===== src/hw/rtl/pbp_pkg.sv =====
// ----------------------------------------------------------------------------
// pbp_pkg
// shared constants and codes for the perceptron branch predictor
// ----------------------------------------------------------------------------
package pbp_pkg;

  localparam int unsigned DEF_INDEX_BITS  = 5;
  localparam int unsigned DEF_GLOBAL_LEN  = 5;
  localparam int unsigned DEF_LOCAL_LEN   = 26;
  localparam int unsigned DEF_WEIGHT_BITS = 8;

  // weights per perceptron: bias, global history weights, local history weights
  localparam int unsigned DEF_NUM_W    = 1 + DEF_GLOBAL_LEN + DEF_LOCAL_LEN;
  // one table row: all weights of a perceptron plus its local history
  localparam int unsigned DEF_ROW_BITS = DEF_NUM_W * DEF_WEIGHT_BITS + DEF_LOCAL_LEN;
  localparam int unsigned DEF_SUM_BITS = DEF_WEIGHT_BITS + $clog2(DEF_NUM_W) + 1;

  localparam int unsigned PC_BITS      = 32;
  localparam int unsigned OUT_SUM_BITS = 13;
  localparam int          OUT_SUM_MAX  = 2 ** (OUT_SUM_BITS - 1) - 1;

  // terms added per partial sum in the first adder stage
  localparam int unsigned GROUP_SIZE = 8;

  localparam logic OP_PREDICT = 1'b0;
  localparam logic OP_TRAIN   = 1'b1;

endpackage


===== src/hw/rtl/pbp_update.sv =====
// ----------------------------------------------------------------------------
// pbp_update
// training step: every weight of a row moves one step and saturates
// ----------------------------------------------------------------------------
module pbp_update import pbp_pkg::*; #(
  parameter int unsigned WEIGHT_BITS = DEF_WEIGHT_BITS,
  parameter int unsigned NUM_W       = DEF_NUM_W
) (
  input  logic [NUM_W*WEIGHT_BITS-1:0] weights,
  input  logic [NUM_W-1:0]             pos,
  input  logic                         outcome,
  output logic [NUM_W*WEIGHT_BITS-1:0] weights_next
);

  localparam logic [WEIGHT_BITS-1:0] W_MAX = {1'b0, {(WEIGHT_BITS-1){1'b1}}};
  localparam logic [WEIGHT_BITS-1:0] W_MIN = {1'b1, {(WEIGHT_BITS-1){1'b0}}};

  logic [NUM_W-1:0] up;

  function automatic logic [WEIGHT_BITS-1:0] nudge(input logic [WEIGHT_BITS-1:0] w,
                                                   input logic up_dir);
    if (up_dir) begin
      nudge = (w == W_MAX) ? w : w + 1'b1;
    end else begin
      nudge = (w == W_MIN) ? w : w - 1'b1;
    end
  endfunction

  // up where the history bit agrees with the outcome; bias bit is always set
  assign up = ~(pos ^ {NUM_W{outcome}});

  always_comb begin
    for (int k = 0; k < NUM_W; k++) begin
      weights_next[k*WEIGHT_BITS +: WEIGHT_BITS] =
        nudge(weights[k*WEIGHT_BITS +: WEIGHT_BITS], up[k]);
    end
  end

endmodule


===== config.mk =====
export PLATFORM = sky130hd
export DESIGN_NAME = pbp_update
export DESIGN_NICKNAME = d
export VERILOG_FILES = /design/src/hw/rtl/pbp_pkg.sv /design/src/hw/rtl/pbp_update.sv
export SDC_FILE = /design/constraint.sdc
export NUM_CORES = 1
export LEC_CHECK = 0
export ABC_AREA = 1
export ABC_CLOCK_PERIOD_IN_PS = 3100
export BUFFER_PORTS_ARGS = -buffer_cell sky130_fd_sc_hd__buf_4
export CAP_MARGIN = 10
export CORE_AREA = 2 2 210 212
export DETAILED_ROUTE_END_ITERATION = 8
export DIE_AREA = 0 0 212 214
export PLACE_DENSITY = 0.59
export SLEW_MARGIN = 10
export SYNTH_ARGS = -nofsm -noshare
export SYNTH_HDL_FRONTEND = slang
export SYNTH_SLANG_ARGS = --single-unit

===== constraint.sdc =====
create_clock -name vclk -period 3.1
set_clock_uncertainty 0.1 [all_clocks]
set_input_delay 0.465 -clock vclk [all_inputs]
set_output_delay 0.465 -clock vclk [all_outputs]
set_load 0.01 [all_outputs]

# Yosys cells after proc, flatten, opt, wreduce, memory -nomap -nowiden

Cells that the tools add are included.

Bitwise gates (word level): 2
$add $sub $neg: 64
Equal/unequal tests: 64
Multiplexer cells: 96

Operator list:

| cell                                             | count |
|---|---|
| 2-to-1 mux 8 bit                                 | 96 |
| adder 8 x 1 -> 8 bit, second input constant      | 32 |
| == test 8 x 7 -> 1 bit, second input constant    | 32 |
| == test 8 bit, second input constant             | 32 |
| subtractor 8 x 1 -> 8 bit, second input constant | 32 |
| NOT 32 bit                                       | 1 |
| bitwise XOR 32 bit                               | 1 |

Output and inout port bits: 256
Input bits: 289
Logic and storage cells: 226
Flip-flop bits (word level): 0

# Depth between registers and ports, before layout

Gate-level depths: netlist of the first run.

Depth in word-level cells: 3
Gate-level depth with buffers: 9
Mapped depth without buffers: 9

# Worst setup path after synthesis of the first run

No wires, ideal clock.

Path kind: in2out
From: input port outcome
To: output port weights_next[134]
Path buffers: 2
Path slack: 1,059 ps
Required time: 2,535 ps
Stages on the path: 6
Data arrival time: 1,476 ps
Path through: buf_6 buf_12 xor2_4 inv_2 o21ai_0 o21ai_0

Longest elaborated chain between the ends: 3

RTL lines:

| item               | line             | source |
|---|---|---|
| from (decl)        | pbp_update.sv:11 | `input logic outcome,` |
| bitwise XOR 32 bit | pbp_update.sv:30 | `assign up = ~(pos ^ {NUM_W{outcome}});` |
| NOT 32 bit         | pbp_update.sv:30 |  |
| 2-to-1 mux 8 bit   | pbp_update.sv:22 | `if (up_dir) begin` |
| to (decl)          | pbp_update.sv:12 | `output logic [NUM_W*WEIGHT_BITS-1:0] weights_next` |

No other way between the ends.

# Final worst setup path of the first run

From: input port outcome
To: output port weights_next[250]

The elaborated chain is that of the path after synthesis.

==> results of run 1 <==
[path summary, 6_finish.rpt]
| kind | startpoint | to | slack (ns) | depth (start not counted) |
|---|---|---|---|---|
| min | weights[184] | weights_next[184] | 1.19 | 4 |
| max | outcome | weights_next[250] | 0.50 | 7 |
[cell usage after synthesis, types with 9 or more instances]
cell type,instances,area [sq um]
sky130_fd_sc_hd__o211ai_1,26,195.2
sky130_fd_sc_hd__clkbuf_1,9,33.78
sky130_fd_sc_hd__xor2_1,110,963.4
sky130_fd_sc_hd__nand3_1,505,2527
sky130_fd_sc_hd__nor2_4,10,112.6
sky130_fd_sc_hd__buf_2,43,215.2
sky130_fd_sc_hd__o21ai_1,34,170.2
sky130_fd_sc_hd__ha_1,96,1201
sky130_fd_sc_hd__nor2_2,15,93.84
sky130_fd_sc_hd__xnor2_1,31,271.5
sky130_fd_sc_hd__nand2_1,1248,4684
sky130_fd_sc_hd__inv_1,480,1802
sky130_fd_sc_hd__xnor2_4,26,715.7
sky130_fd_sc_hd__or2_2,10,62.56
sky130_fd_sc_hd__o21ai_0,182,910.9
sky130_fd_sc_hd__nor3_1,30,150.1
sky130_fd_sc_hd__nand4_1,51,319.1
sky130_fd_sc_hd__a21oi_1,45,225.2
sky130_fd_sc_hd__nor2_1,375,1408
[area by class of cell]
type	count	area, sq um
Antenna cell	9	22.52
Tap cell	585	732.0
Inverter	488	1832
Fill cell	4725	21930
Timing Repair Buffer	560	4233
Multi-Input combinational cell	2802	14130
[cells by family (layout without fill, tap and decap cells)]
logic type                 after synthesis  count (layout)  share of synthesized area
and+or+nand+nor                       2246            2246                     0.5743
other                                    0               9                          0
adders and majority gates               96              96                    0.07362
xor gates and xnor gates               172             172                     0.1259
AOI/OAI and AO/OA                      288             288                    0.09241
buffers and inverters                  550            1048                     0.1337
[power by group]
group          internal (mW)  switching, mW   total (mW)
combinational           1.48           2.09         3.57
sequential                 0              0            0
clock            0.000000390              0  0.000000390
[cell usage in the layout (no fill, tap or decap)]
| master | instances |
|---|---|
| sky130_fd_sc_hd__xor2_1 | 110 |
| sky130_fd_sc_hd__or2_2 | 10 |
| sky130_fd_sc_hd__diode_2 | 9 |
| sky130_fd_sc_hd__nand4_1 | 51 |
| sky130_fd_sc_hd__buf_4 | 557 |
| sky130_fd_sc_hd__xnor2_4 | 26 |
| sky130_fd_sc_hd__xor2_4 | 2 |
| sky130_fd_sc_hd__inv_1 | 480 |
| sky130_fd_sc_hd__o21ai_1 | 34 |
| sky130_fd_sc_hd__nor2_2 | 15 |
| sky130_fd_sc_hd__nor2_1 | 375 |
| sky130_fd_sc_hd__nand3_1 | 505 |
| sky130_fd_sc_hd__nand2_1 | 1248 |
| sky130_fd_sc_hd__a21oi_1 | 45 |
| sky130_fd_sc_hd__nor2_4 | 10 |
| sky130_fd_sc_hd__buf_12 | 2 |
| sky130_fd_sc_hd__xnor2_2 | 3 |
| sky130_fd_sc_hd__a31oi_1 | 1 |
| sky130_fd_sc_hd__nor3_1 | 30 |
| sky130_fd_sc_hd__buf_6 | 1 |
| sky130_fd_sc_hd__ha_1 | 96 |
| sky130_fd_sc_hd__xnor2_1 | 31 |
| sky130_fd_sc_hd__o211ai_1 | 26 |
| sky130_fd_sc_hd__nand2_2 | 2 |
| sky130_fd_sc_hd__o21ai_0 | 182 |
| sky130_fd_sc_hd__inv_2 | 8 |
[metal layers]
metal / vias to the layer above / part of all wire / GRT usage
li1: 11590 / - / -
met1: 10180 / 0.41 / 0.3412
met2: 811 / 0.48 / 0.5004
met3: 117 / 0.081 / 0.05762
met4: 8 / 0.031 / 0.07911
met5: - / 0.00093 / 0
[through the flow]
stage / utilization / setup slack [ns] / instances / hold slack (ns)
floorplan: - / 1.059 / 3352 / 0.9692
global placement: 0.4880 / 0.5197 / 4435 / 1.183
detailed placement: 0.4880 / 0.5192 / 4435 / 1.192
CTS: 0.4880 / 0.5157 / 4435 / 1.196
global route: 0.4884 / 0.3584 / 4441 / 1.231
finish: 0.4886 / 0.4998 / 4444 / 1.192
==> impl_results.rst, run 1 <==
.. list-table::
   :header-rows: 1

   * - Metric
     - Value
   * - Last weighted congestion value of the routability-driven placer
     - 0.9835
   * - Maximum vdd drop
     - 0.1114 mV
   * - Period minus WS final
     - 2.600 ns
   * - Average instance area after synthesis
     - 4.867 sq um
   * - Status
     - finished, final reports clean
   * - Max-slew headroom
     - 0.6903
   * - Die boundary width
     - 212 microns
   * - Total negative slack
     - 0 ns
   * - Sequential standard cell area
     - 0 sq um
   * - Initial Utilization
     - 0.3804
   * - Remaining antenna violation count after routing
     - 0
   * - Number of global-route vias before repair
     - 20380
   * - Number of optimization iterations in the first detailed-route pass
     - 6
   * - Synth Cell Area
     - 16320 sq um
   * - Initial antenna violation count
     - 13
   * - Fmax
     - 384.6 MHz
   * - FFs & Latches
     - 0
   * - Share of the clock period used by the worst path
     - 0.8388
   * - Row cnt
     - 76
   * - Worst Path Class, Setup
     - in -> out
   * - Max-cap violations
     - 0
   * - Setup repair after global routing missed its margin
     - no
   * - Setup Fix Bufs, Post-CTS
     - 0
   * - Hold buffer count at cts
     - 0
   * - Crit start category
     - primary input
   * - Worst path buffer plus inverter count
     - 4
   * - Maximum number of pins on one net before global-route repair
     - 15
   * - Data arrival time of the worst path
     - 2.04 ns
   * - I/O pin cnt
     - 545
   * - Number of different library cells in the post-synthesis netlist
     - 27
   * - Drt first-iter violations
     - 1875
   * - Largest stage delay, worst path
     - 0.37 ns
   * - Synth warn
     - 0
   * - Dpl hpwl
     - 58.18 mm
   * - Leakage power
     - 12.05 nW
   * - Average wire per standard cell
     - 15.24 microns
   * - Critical Path RT
     - 2.53 ns
   * - Area added between synthesis and finish
     - 28.42%
   * - Final setup fails
     - 0
   * - Share of post-route cells with drive strength above 1
     - 0.1652
   * - Cell-by-cell listing of the critical path
     - buf_6 -> buf_12 -> xnor2_4 -> nor2_4 -> inv_1 -> o21ai_0 -> buf_4
   * - Maximum fanout along the worst path
     - 14
   * - CTS resizes
     - 0
   * - Worst-path cell with the longest stage delay
     - sky130_fd_sc_hd__buf_6
   * - Count of vias placed by the detailed router
     - 22710
   * - Cell area power density
     - 170.2 nW/um^2
   * - Final Power
     - 3.566 mW
   * - Net count, final
     - 4237
   * - Top Family by Delay on Critical Path
     - buffers and inverters
   * - Total overflow reported by the global router
     - 0
   * - Mean number of vias per cell
     - 5.110
   * - Number of cells produced by synthesis
     - 3352
   * - All-layer global routing usage
     - 0.2822
   * - Vert. Die Dim
     - 214 microns
   * - Measured slew at the worst slew-check pin
     - 0.4610 ns
   * - Clock buffers
     - 0
   * - Type of the most critical hold path
     - in -> out
   * - Final instance area
     - 20950 sq um
   * - Capturing element type of the critical path
     - primary output
   * - Pins Over Slew Limit
     - 0
   * - Post-route DRC violation count
     - 0
   * - Std-Cell Core Area
     - 42890 sq um
   * - Global-route wire length before repair
     - 106.5 mm
   * - Die Area
     - 45370 sq um
   * - Synthesized net count
     - 3737
   * - Count of endpoints failing hold in the final timing report
     - 0
   * - Buffers on Ports
     - 545
   * - Share of synthesized area occupied by flip-flops and latches
     - 0
   * - Post-placement cell area
     - 20930 sq um
   * - Final routed wirelength across all metal layers
     - 67.71 mm
Note: power is estimated with default switching activity, not from simulation.
==> run 2, diff against run 1 <==
==> config.mk (replaced) <==
export PLATFORM = sky130hd
export DESIGN_NAME = pbp_update
export DESIGN_NICKNAME = d
export VERILOG_FILES = /design/src/hw/rtl/pbp_pkg.sv /design/src/hw/rtl/pbp_update.sv
export SDC_FILE = /design/constraint.sdc
export NUM_CORES = 1
export LEC_CHECK = 0
export ABC_AREA = 0
export ABC_CLOCK_PERIOD_IN_PS = 2700
export BUFFER_PORTS_ARGS = -buffer_cell sky130_fd_sc_hd__buf_4
export CAP_MARGIN = 10
export CORE_AREA = 2 2 214 216
export DETAILED_ROUTE_END_ITERATION = 8
export DIE_AREA = 0 0 216 218
export PLACE_DENSITY = 0.5
export SLEW_MARGIN = 10
export SYNTH_ARGS = -nofsm -noshare
export SYNTH_HDL_FRONTEND = slang
export SYNTH_SLANG_ARGS = --single-unit
==> constraint.sdc (replaced) <==
create_clock -name vclk -period 2.7
set_clock_uncertainty 0.1 [all_clocks]
set_input_delay 0.405 -clock vclk [all_inputs]
set_output_delay 0.405 -clock vclk [all_outputs]
set_load 0.01 [all_outputs]
==> impl_results.rst, run 2 <==
.. list-table::
   :header-rows: 1

   * - Metric
     - Value
   * - Cell-by-cell listing of the critical path
     - buf_4 -> inv_1 -> ha_1 -> or3b_2 -> or3_1 -> o32a_1 -> a21oi_1 -> buf_4
   * - Synthesized net count
     - 2502 (-33%)
   * - Initial antenna violation count
     - 6 (-7)
   * - Post-Route Utilization
     - 0.4194 (-0.06919)
   * - Capturing element type of the critical path
     - primary output
   * - Total negative slack
     - 0 ns (unchanged)
   * - Top-area cell type share of the netlist area
     - 0.08898 (-0.1981)
   * - Setup repair after global routing missed its margin
     - no
   * - Count of endpoints failing hold in the final timing report
     - 0 (unchanged)
   * - Remaining antenna violation count after routing
     - 0 (unchanged)
   * - Largest stage delay, worst path
     - 0.51 ns (+0.14 ns)
   * - Number of different library cells in the post-synthesis netlist
     - 86 (+220%)
   * - Synth warn
     - 0 (unchanged)
   * - Initial Utilization
     - 0.3007 (-0.07974)
   * - Post-placement cell area
     - 18800 sq um (-10%)
   * - Last weighted congestion value of the routability-driven placer
     - 0.9276 (-5.7%)
   * - Final routed wirelength across all metal layers
     - 59.85 mm (-12%)
   * - Critical Path RT
     - 2.19 ns (-0.34 ns)
   * - Die Area
     - 47090 sq um (+3.8%)
   * - Share of post-route cells with drive strength above 1
     - 0.2801 (+0.1149)
   * - Sw power
     - 2.170 mW (+3.9%)
   * - Commonest non-fill, non-tap cells in the layout
     - sky130_fd_sc_hd__buf_4 (672), sky130_fd_sc_hd__nand2_1 (194), sky130_fd_sc_hd__nor3_1 (138), sky130_fd_sc_hd__o21ai_0 (128), sky130_fd_sc_hd__inv_1 (126)
   * - Most used cell along the critical path
     - sky130_fd_sc_hd__buf_4
   * - Synth Cell Area
     - 13500 sq um (-17%)
   * - Vert. Die Dim
     - 218 microns (+1.9%)
   * - Worst-path cell with the longest stage delay
     - sky130_fd_sc_hd__or3b_2
   * - Buffers on Ports
     - 545 (unchanged)
   * - Setup Fix Bufs, Post-CTS
     - 0 (unchanged)
   * - Type of the most critical hold path
     - in -> out
   * - Measured slew at the worst slew-check pin
     - 0.6712 ns (+0.2103 ns)
   * - Mean number of vias per cell
     - 5.746 (+12%)
   * - Count of vias placed by the detailed router
     - 18800 (-17%)
   * - Gate power share
     - 1.000 (about the same)
   * - Row cnt
     - 78 (+2.6%)
   * - Max-cap violations
     - 0 (unchanged)
   * - Relative contribution of the clock network to total power
     - 0 (unchanged)
   * - Most frequent standard cell in the layout excluding fill and tap cells
     - sky130_fd_sc_hd__buf_4
   * - I/O pin cnt
     - 545 (unchanged)
   * - Total overflow reported by the global router
     - 0 (unchanged)
   * - Maximum vdd drop
     - 0.1009 mV (-9.5%)
   * - Most area-consuming cells after synthesis
     - sky130_fd_sc_hd__ha_1 (8.9%), sky130_fd_sc_hd__xnor2_1 (6.2%), sky130_fd_sc_hd__nand2_1 (5.4%)
   * - Worst Path Class, Setup
     - in -> out
   * - Sequential standard cell area
     - 0 sq um (unchanged)
   * - All-layer global routing usage
     - 0.2328 (-0.04944)
   * - Final instance area
     - 18830 sq um (-10%)
   * - Finished Layout Cells
     - 3271 (-26%)
   * - Maximum number of pins on one net before global-route repair
     - 32 (+17)
   * - Status
     - finished, final reports clean
   * - Global-route wire length before repair
     - 92.10 mm (-13%)
   * - Sw Ratio
     - 0.5445 (-0.04093)
   * - Maximum fanout along the worst path
     - 6 (-8)
   * - Pins Over Slew Limit
     - 0 (unchanged)
   * - Period minus WS final
     - 2.600 ns
   * - Top-count cell post-synth
     - sky130_fd_sc_hd__nand2_1
   * - Share of the clock period used by the worst path
     - 0.9629
   * - DP Cell Count
     - 3267 (-26%)
   * - Average wire per standard cell
     - 18.30 microns (+20%)
   * - Dpl hpwl
     - 50.39 mm (-13%)
   * - Fmax
     - 384.6 MHz
   * - Filler Cells Inserted
     - 4856 (+2.8%)
   * - Data arrival time of the worst path
     - 2.09 ns (+0.05 ns)
   * - Max-slew headroom
     - 0.5491 (-0.1413)
   * - Die boundary width
     - 216 microns (+1.9%)
   * - Number of optimization iterations in the first detailed-route pass
     - 5 (-1)
   * - Std-Cell Core Area
     - 44890 sq um (+4.7%)
   * - Crit start category
     - primary input
   * - Internal power of the cells
     - 1.815 mW (+23%)
   * - Startpoint of the lowest-slack hold path
     - weights[54]
   * - Cell area power density
     - 211.7 nW/um^2 (+24%)
   * - Net count, final
     - 3054 (-28%)
   * - Launch point of the worst path
     - weights[184]
   * - Relative contribution of sequential cells to total power
     - 0 (unchanged)
   * - Final setup fails
     - 0 (unchanged)
   * - Number of global-route vias before repair
     - 17130 (-16%)
   * - Average instance area after synthesis
     - 6.377 sq um (+31%)
   * - Area added between synthesis and finish
     - 39.47%
   * - Post-route DRC violation count
     - 0 (unchanged)
   * - Most numerous cell types in the synthesized netlist
     - sky130_fd_sc_hd__nand2_1 (194), sky130_fd_sc_hd__nor3_1 (138), sky130_fd_sc_hd__o21ai_0 (128), sky130_fd_sc_hd__inv_1 (126), sky130_fd_sc_hd__nor2_1 (118)
   * - Drt first-iter violations
     - 1789 (-4.6%)
   * - FFs & Latches
     - 0 (unchanged)
   * - Share of synthesized area occupied by flip-flops and latches
     - 0 (unchanged)
   * - Top cell type by total area after synthesis
     - sky130_fd_sc_hd__ha_1
   * - Number of cells produced by synthesis
     - 2117 (-37%)
   * - Clock buffers
     - 0 (unchanged)
   * - Leakage power
     - 8.132 nW (-32%)
[run 2: cell count changes after synthesis, sizes merged, moves of 70 or more]
cell	delta
o21ai	-85
nor3	+108
a21oi	+70
a31oi	+73
clkbuf	+93
nand2	-1056
nor2	-282
inv	-362
nand3	-412
[run 2: cell families after synthesis]
family / after synthesis / share of synthesized area
muxes: 52 / 0.03874
AOI/OAI and AO/OA: 694 / 0.3579
xor gates and xnor gates: 139 / 0.09463
and+or+nand+nor: 886 / 0.3449
adders and majority gates: 96 / 0.08898
buffers and inverters: 250 / 0.07489
[run 2: worst max-delay path, delay by kind of cell]
| family | cells | cell delay [ns] |
|---|---|---|
| simple gates | 2 | 0.84 |
| compound gates | 2 | 0.29 |
| buf+inv | 3 | 0.38 |
| fa+ha+maj | 1 | 0.19 |
[run 2: metrics by stage]
| stage | total power [mW] | hold WS, ns | setup WS, ns |
|---|---|---|---|
| global placement | 3.960 | 1.013 | 0.05762 |
| detailed placement | 3.957 | 1.019 | 0.09401 |
| finish | 3.986 | 1.021 | 0.1000 |
| floorplan | 2.008 | 0.7840 | 0.3393 |
| CTS | 3.975 | 1.022 | 0.09080 |
| global route | 4.322 | 1.029 | 0.0009590 |
[run 2: what timing repair did]
action,4_1_cts,5_1_grt
resized for setup,0,3
setup endpoints to repair,0,3
hold buffers,0,0
[run 2: final cells by class]
cell class | instances | area, sq um | area share
repair buffers | 674 | 5085 | 0.2701
well taps | 600 | 750.7 | 0.03988
multi-input cells | 1867 | 12510 | 0.6644
inverters | 126 | 473.0 | 0.02512
diodes | 4 | 10.01 | 0.0005317
[run 2: worst paths after layout]
kind / endpoint / slack [ns] / cells past startpoint
worst max-delay path: weights_next[190] / 0.10 / 8
worst min-delay path: weights_next[54] / 1.02 / 3
[run 2: routing by layer]
metal / share of wire / up-vias / GRT usage
met4: 0.027 / 4 / 0.05525
met2: 0.47 / 751 / 0.4047
met5: 0.00050 / - / 0
met1: 0.42 / 8779 / 0.2903
met3: 0.085 / 78 / 0.05314
li1: - / 9183 / -
[run 2: power groups by stage]
| stage | Sequential [mW] | Combinational [mW] | Clock [mW] |
|---|---|---|---|
| floorplan | 0 | 2.01 | 0 |
| global placement | 0 | 3.96 | 0 |
| detailed placement | 0 | 3.96 | 0 |
| CTS | 0 | 3.97 | 0 |
| global route | 0 | 4.32 | 0.000000149 |
| finish | 0 | 3.99 | 0.000000199 |
==> run 3, diff against run 2 <==
--- a/config.mk
+++ b/config.mk
@@ -6,13 +6,13 @@
 export NUM_CORES = 1
 export LEC_CHECK = 0
 export ABC_AREA = 0
-export ABC_CLOCK_PERIOD_IN_PS = 2700
+export ABC_CLOCK_PERIOD_IN_PS = 3300
 export BUFFER_PORTS_ARGS = -buffer_cell sky130_fd_sc_hd__buf_4
 export CAP_MARGIN = 10
-export CORE_AREA = 2 2 214 216
+export CORE_AREA = 2 2 212 214
 export DETAILED_ROUTE_END_ITERATION = 8
-export DIE_AREA = 0 0 216 218
-export PLACE_DENSITY = 0.5
+export DIE_AREA = 0 0 214 216
+export PLACE_DENSITY = 0.51
 export SLEW_MARGIN = 10
 export SYNTH_ARGS = -nofsm -noshare
 export SYNTH_HDL_FRONTEND = slang
==> constraint.sdc (replaced) <==
create_clock -name vclk -period 3.3
set_clock_uncertainty 0.1 [all_clocks]
set_input_delay 0.66 -clock vclk [all_inputs]
set_output_delay 0.66 -clock vclk [all_outputs]
set_load 0.01 [all_outputs]
==> impl_results.rst, run 3 (same netlist as run 2, synthesis figures left out) <==
.. list-table::
   :header-rows: 1

   * - Metric
     - Value
   * - Mean number of vias per cell
     - 5.841 (+1.7%)
   * - Maximum number of pins on one net before global-route repair
     - 31 (-3.1%)
   * - Share of post-route cells with drive strength above 1
     - 0.2698 (-0.01033)
   * - All-layer global routing usage
     - 0.2352 (+0.002438)
   * - Setup Fix Bufs, Post-CTS
     - 0 (unchanged)
   * - Data arrival time of the worst path
     - 2.46 ns (+0.37 ns)
   * - Crit start category
     - primary input
   * - Fmax
     - 311.0 MHz
   * - Min setup slack post-route
     - 0.08474 ns (-0.01530 ns)
   * - Die Area
     - 46220 sq um (-1.8%)
   * - Post-route DRC violation count
     - 0 (unchanged)
   * - Final setup fails
     - 0 (unchanged)
   * - Area added between synthesis and finish
     - 37.60%
   * - Status
     - finished, final reports clean
   * - Initial antenna violation count
     - 9 (+3)
   * - Final instance area
     - 18580 sq um (-1.3%)
   * - Buffers on Ports
     - 545 (unchanged)
   * - I/O pin cnt
     - 545 (unchanged)
   * - Drt first-iter violations
     - 1427 (-20%)
   * - Global-route wire length before repair
     - 91.59 mm (-0.55%)
   * - Count of endpoints failing hold in the final timing report
     - 0 (unchanged)
   * - Cell area power density
     - 173.5 nW/um^2 (-18%)
   * - Clock buffers
     - 0 (unchanged)
   * - Total overflow reported by the global router
     - 0 (unchanged)
   * - Setup repair after global routing missed its margin
     - no
   * - Count of vias placed by the detailed router
     - 18880 (+0.47%)
   * - Commonest non-fill, non-tap cells in the layout
     - sky130_fd_sc_hd__buf_4 (636), sky130_fd_sc_hd__nand2_1 (194), sky130_fd_sc_hd__nor3_1 (138), sky130_fd_sc_hd__o21ai_0 (128), sky130_fd_sc_hd__inv_1 (126)
   * - Maximum vdd drop
     - 0.09528 mV (-5.5%)
   * - Share of the clock period used by the worst path
     - 0.9743
   * - Remaining antenna violation count after routing
     - 0 (unchanged)
   * - Std-Cell Core Area
     - 43840 sq um (-2.4%)
   * - Measured slew at the worst slew-check pin
     - 0.7333 ns (+0.06210 ns)
   * - Instance count along the most critical hold path
     - 3 (unchanged)
   * - Critical Path RT
     - 2.54 ns (+0.35 ns)
   * - Dpl hpwl
     - 49.76 mm (-1.3%)
   * - Die boundary width
     - 214 microns (-0.93%)
   * - Last weighted congestion value of the routability-driven placer
     - 0.9357 (+0.87%)
   * - Total negative slack
     - 0 ns (unchanged)
   * - Max-slew headroom
     - 0.5074 (-0.04172)
   * - Final Power
     - 3.223 mW (-19%)
   * - Leakage power
     - 7.967 nW (-2.0%)
   * - Number of global-route vias before repair
     - 17060 (-0.40%)
   * - Maximum fanout along the worst path
     - 7 (+1)
   * - Net count, final
     - 3019 (-1.1%)
   * - Max-cap violations
     - 0 (unchanged)
   * - Post-placement cell area
     - 18520 sq um (-1.5%)
   * - Type of the most critical hold path
     - in -> out
   * - Worst Path Class, Setup
     - in -> out
   * - FFs & Latches
     - 0 (unchanged)
   * - Row cnt
     - 77 (-1.3%)
   * - Initial Utilization
     - 0.3079 (+0.007252)
   * - Most frequent standard cell in the layout excluding fill and tap cells
     - sky130_fd_sc_hd__buf_4
   * - Final routed wirelength across all metal layers
     - 60.17 mm (+0.53%)
   * - Sequential standard cell area
     - 0 sq um (unchanged)
   * - CTS resizes
     - 0 (unchanged)
   * - Number of optimization iterations in the first detailed-route pass
     - 5 (unchanged)
   * - Average wire per standard cell
     - 18.61 microns (+1.7%)
   * - Capturing element type of the critical path
     - primary output
   * - Vert. Die Dim
     - 216 microns (-0.92%)
   * - Post-placement setup slack
     - 0.09264 ns (-0.001369 ns)
   * - Hold buffer count at cts
     - 0 (unchanged)
   * - Period minus WS final
     - 3.215 ns
   * - Pins Over Slew Limit
     - 0 (unchanged)
[run 3: changes by cell type in the layout (fill, tap and decap cells not counted), moves of 2 or more]
cell / change
sky130_fd_sc_hd__buf_4: -36
sky130_fd_sc_hd__nor4_1: +2
sky130_fd_sc_hd__diode_2: +5
sky130_fd_sc_hd__nor4_2: -2
[run 3: layout make-up]
class	count	area [sq um]
tap	592	740.7
timing repair buffer	639	4847
multi-input combinational	1867	12490
inverter	126	473.0
antenna	9	22.52
fill	4678	25260
[run 3: where the power goes]
part | switching (mW) | internal [mW]
Combinational | 1.77 | 1.45
Clock | 0 | 0.000000367
Sequential | 0 | 0
[run 3: worst max-delay path, cell delays in order]
cell and delay (ns):
sky130_fd_sc_hd__buf_4 0.18, sky130_fd_sc_hd__buf_4 0.18, sky130_fd_sc_hd__xnor2_1 0.21, sky130_fd_sc_hd__buf_4 0.21, sky130_fd_sc_hd__a31oi_1 0.45, sky130_fd_sc_hd__a221oi_1 0.20
sky130_fd_sc_hd__a31oi_1 0.20, sky130_fd_sc_hd__buf_4 0.16
[run 3: path summary, 6_finish.rpt]
kind	from	to	slack [ns]
setup / recovery	outcome	weights_next[252]	0.08
hold / removal	weights[166]	weights_next[166]	1.53
[run 3: layer usage]
layer	track usage	vias to the layer above	wire length [microns]	part of all wire
met2	0.4056	825	28810	0.48
li1	-	9135	-	-
met3	0.05934	120	5175	0.086
met4	0.09650	0	2289	0.038
met1	0.2772	8804	23890	0.40
met5	0	-	0	0
[run 3: stage by stage]
stage / hold slack, ns / util / cells
global placement: 1.525 / 0.4224 / 3223
floorplan: 1.294 / - / 2117
CTS: 1.532 / 0.4224 / 3223
finish: 1.533 / 0.4237 / 3233
detailed placement: 1.530 / 0.4224 / 3223
global route: 1.540 / 0.4237 / 3233
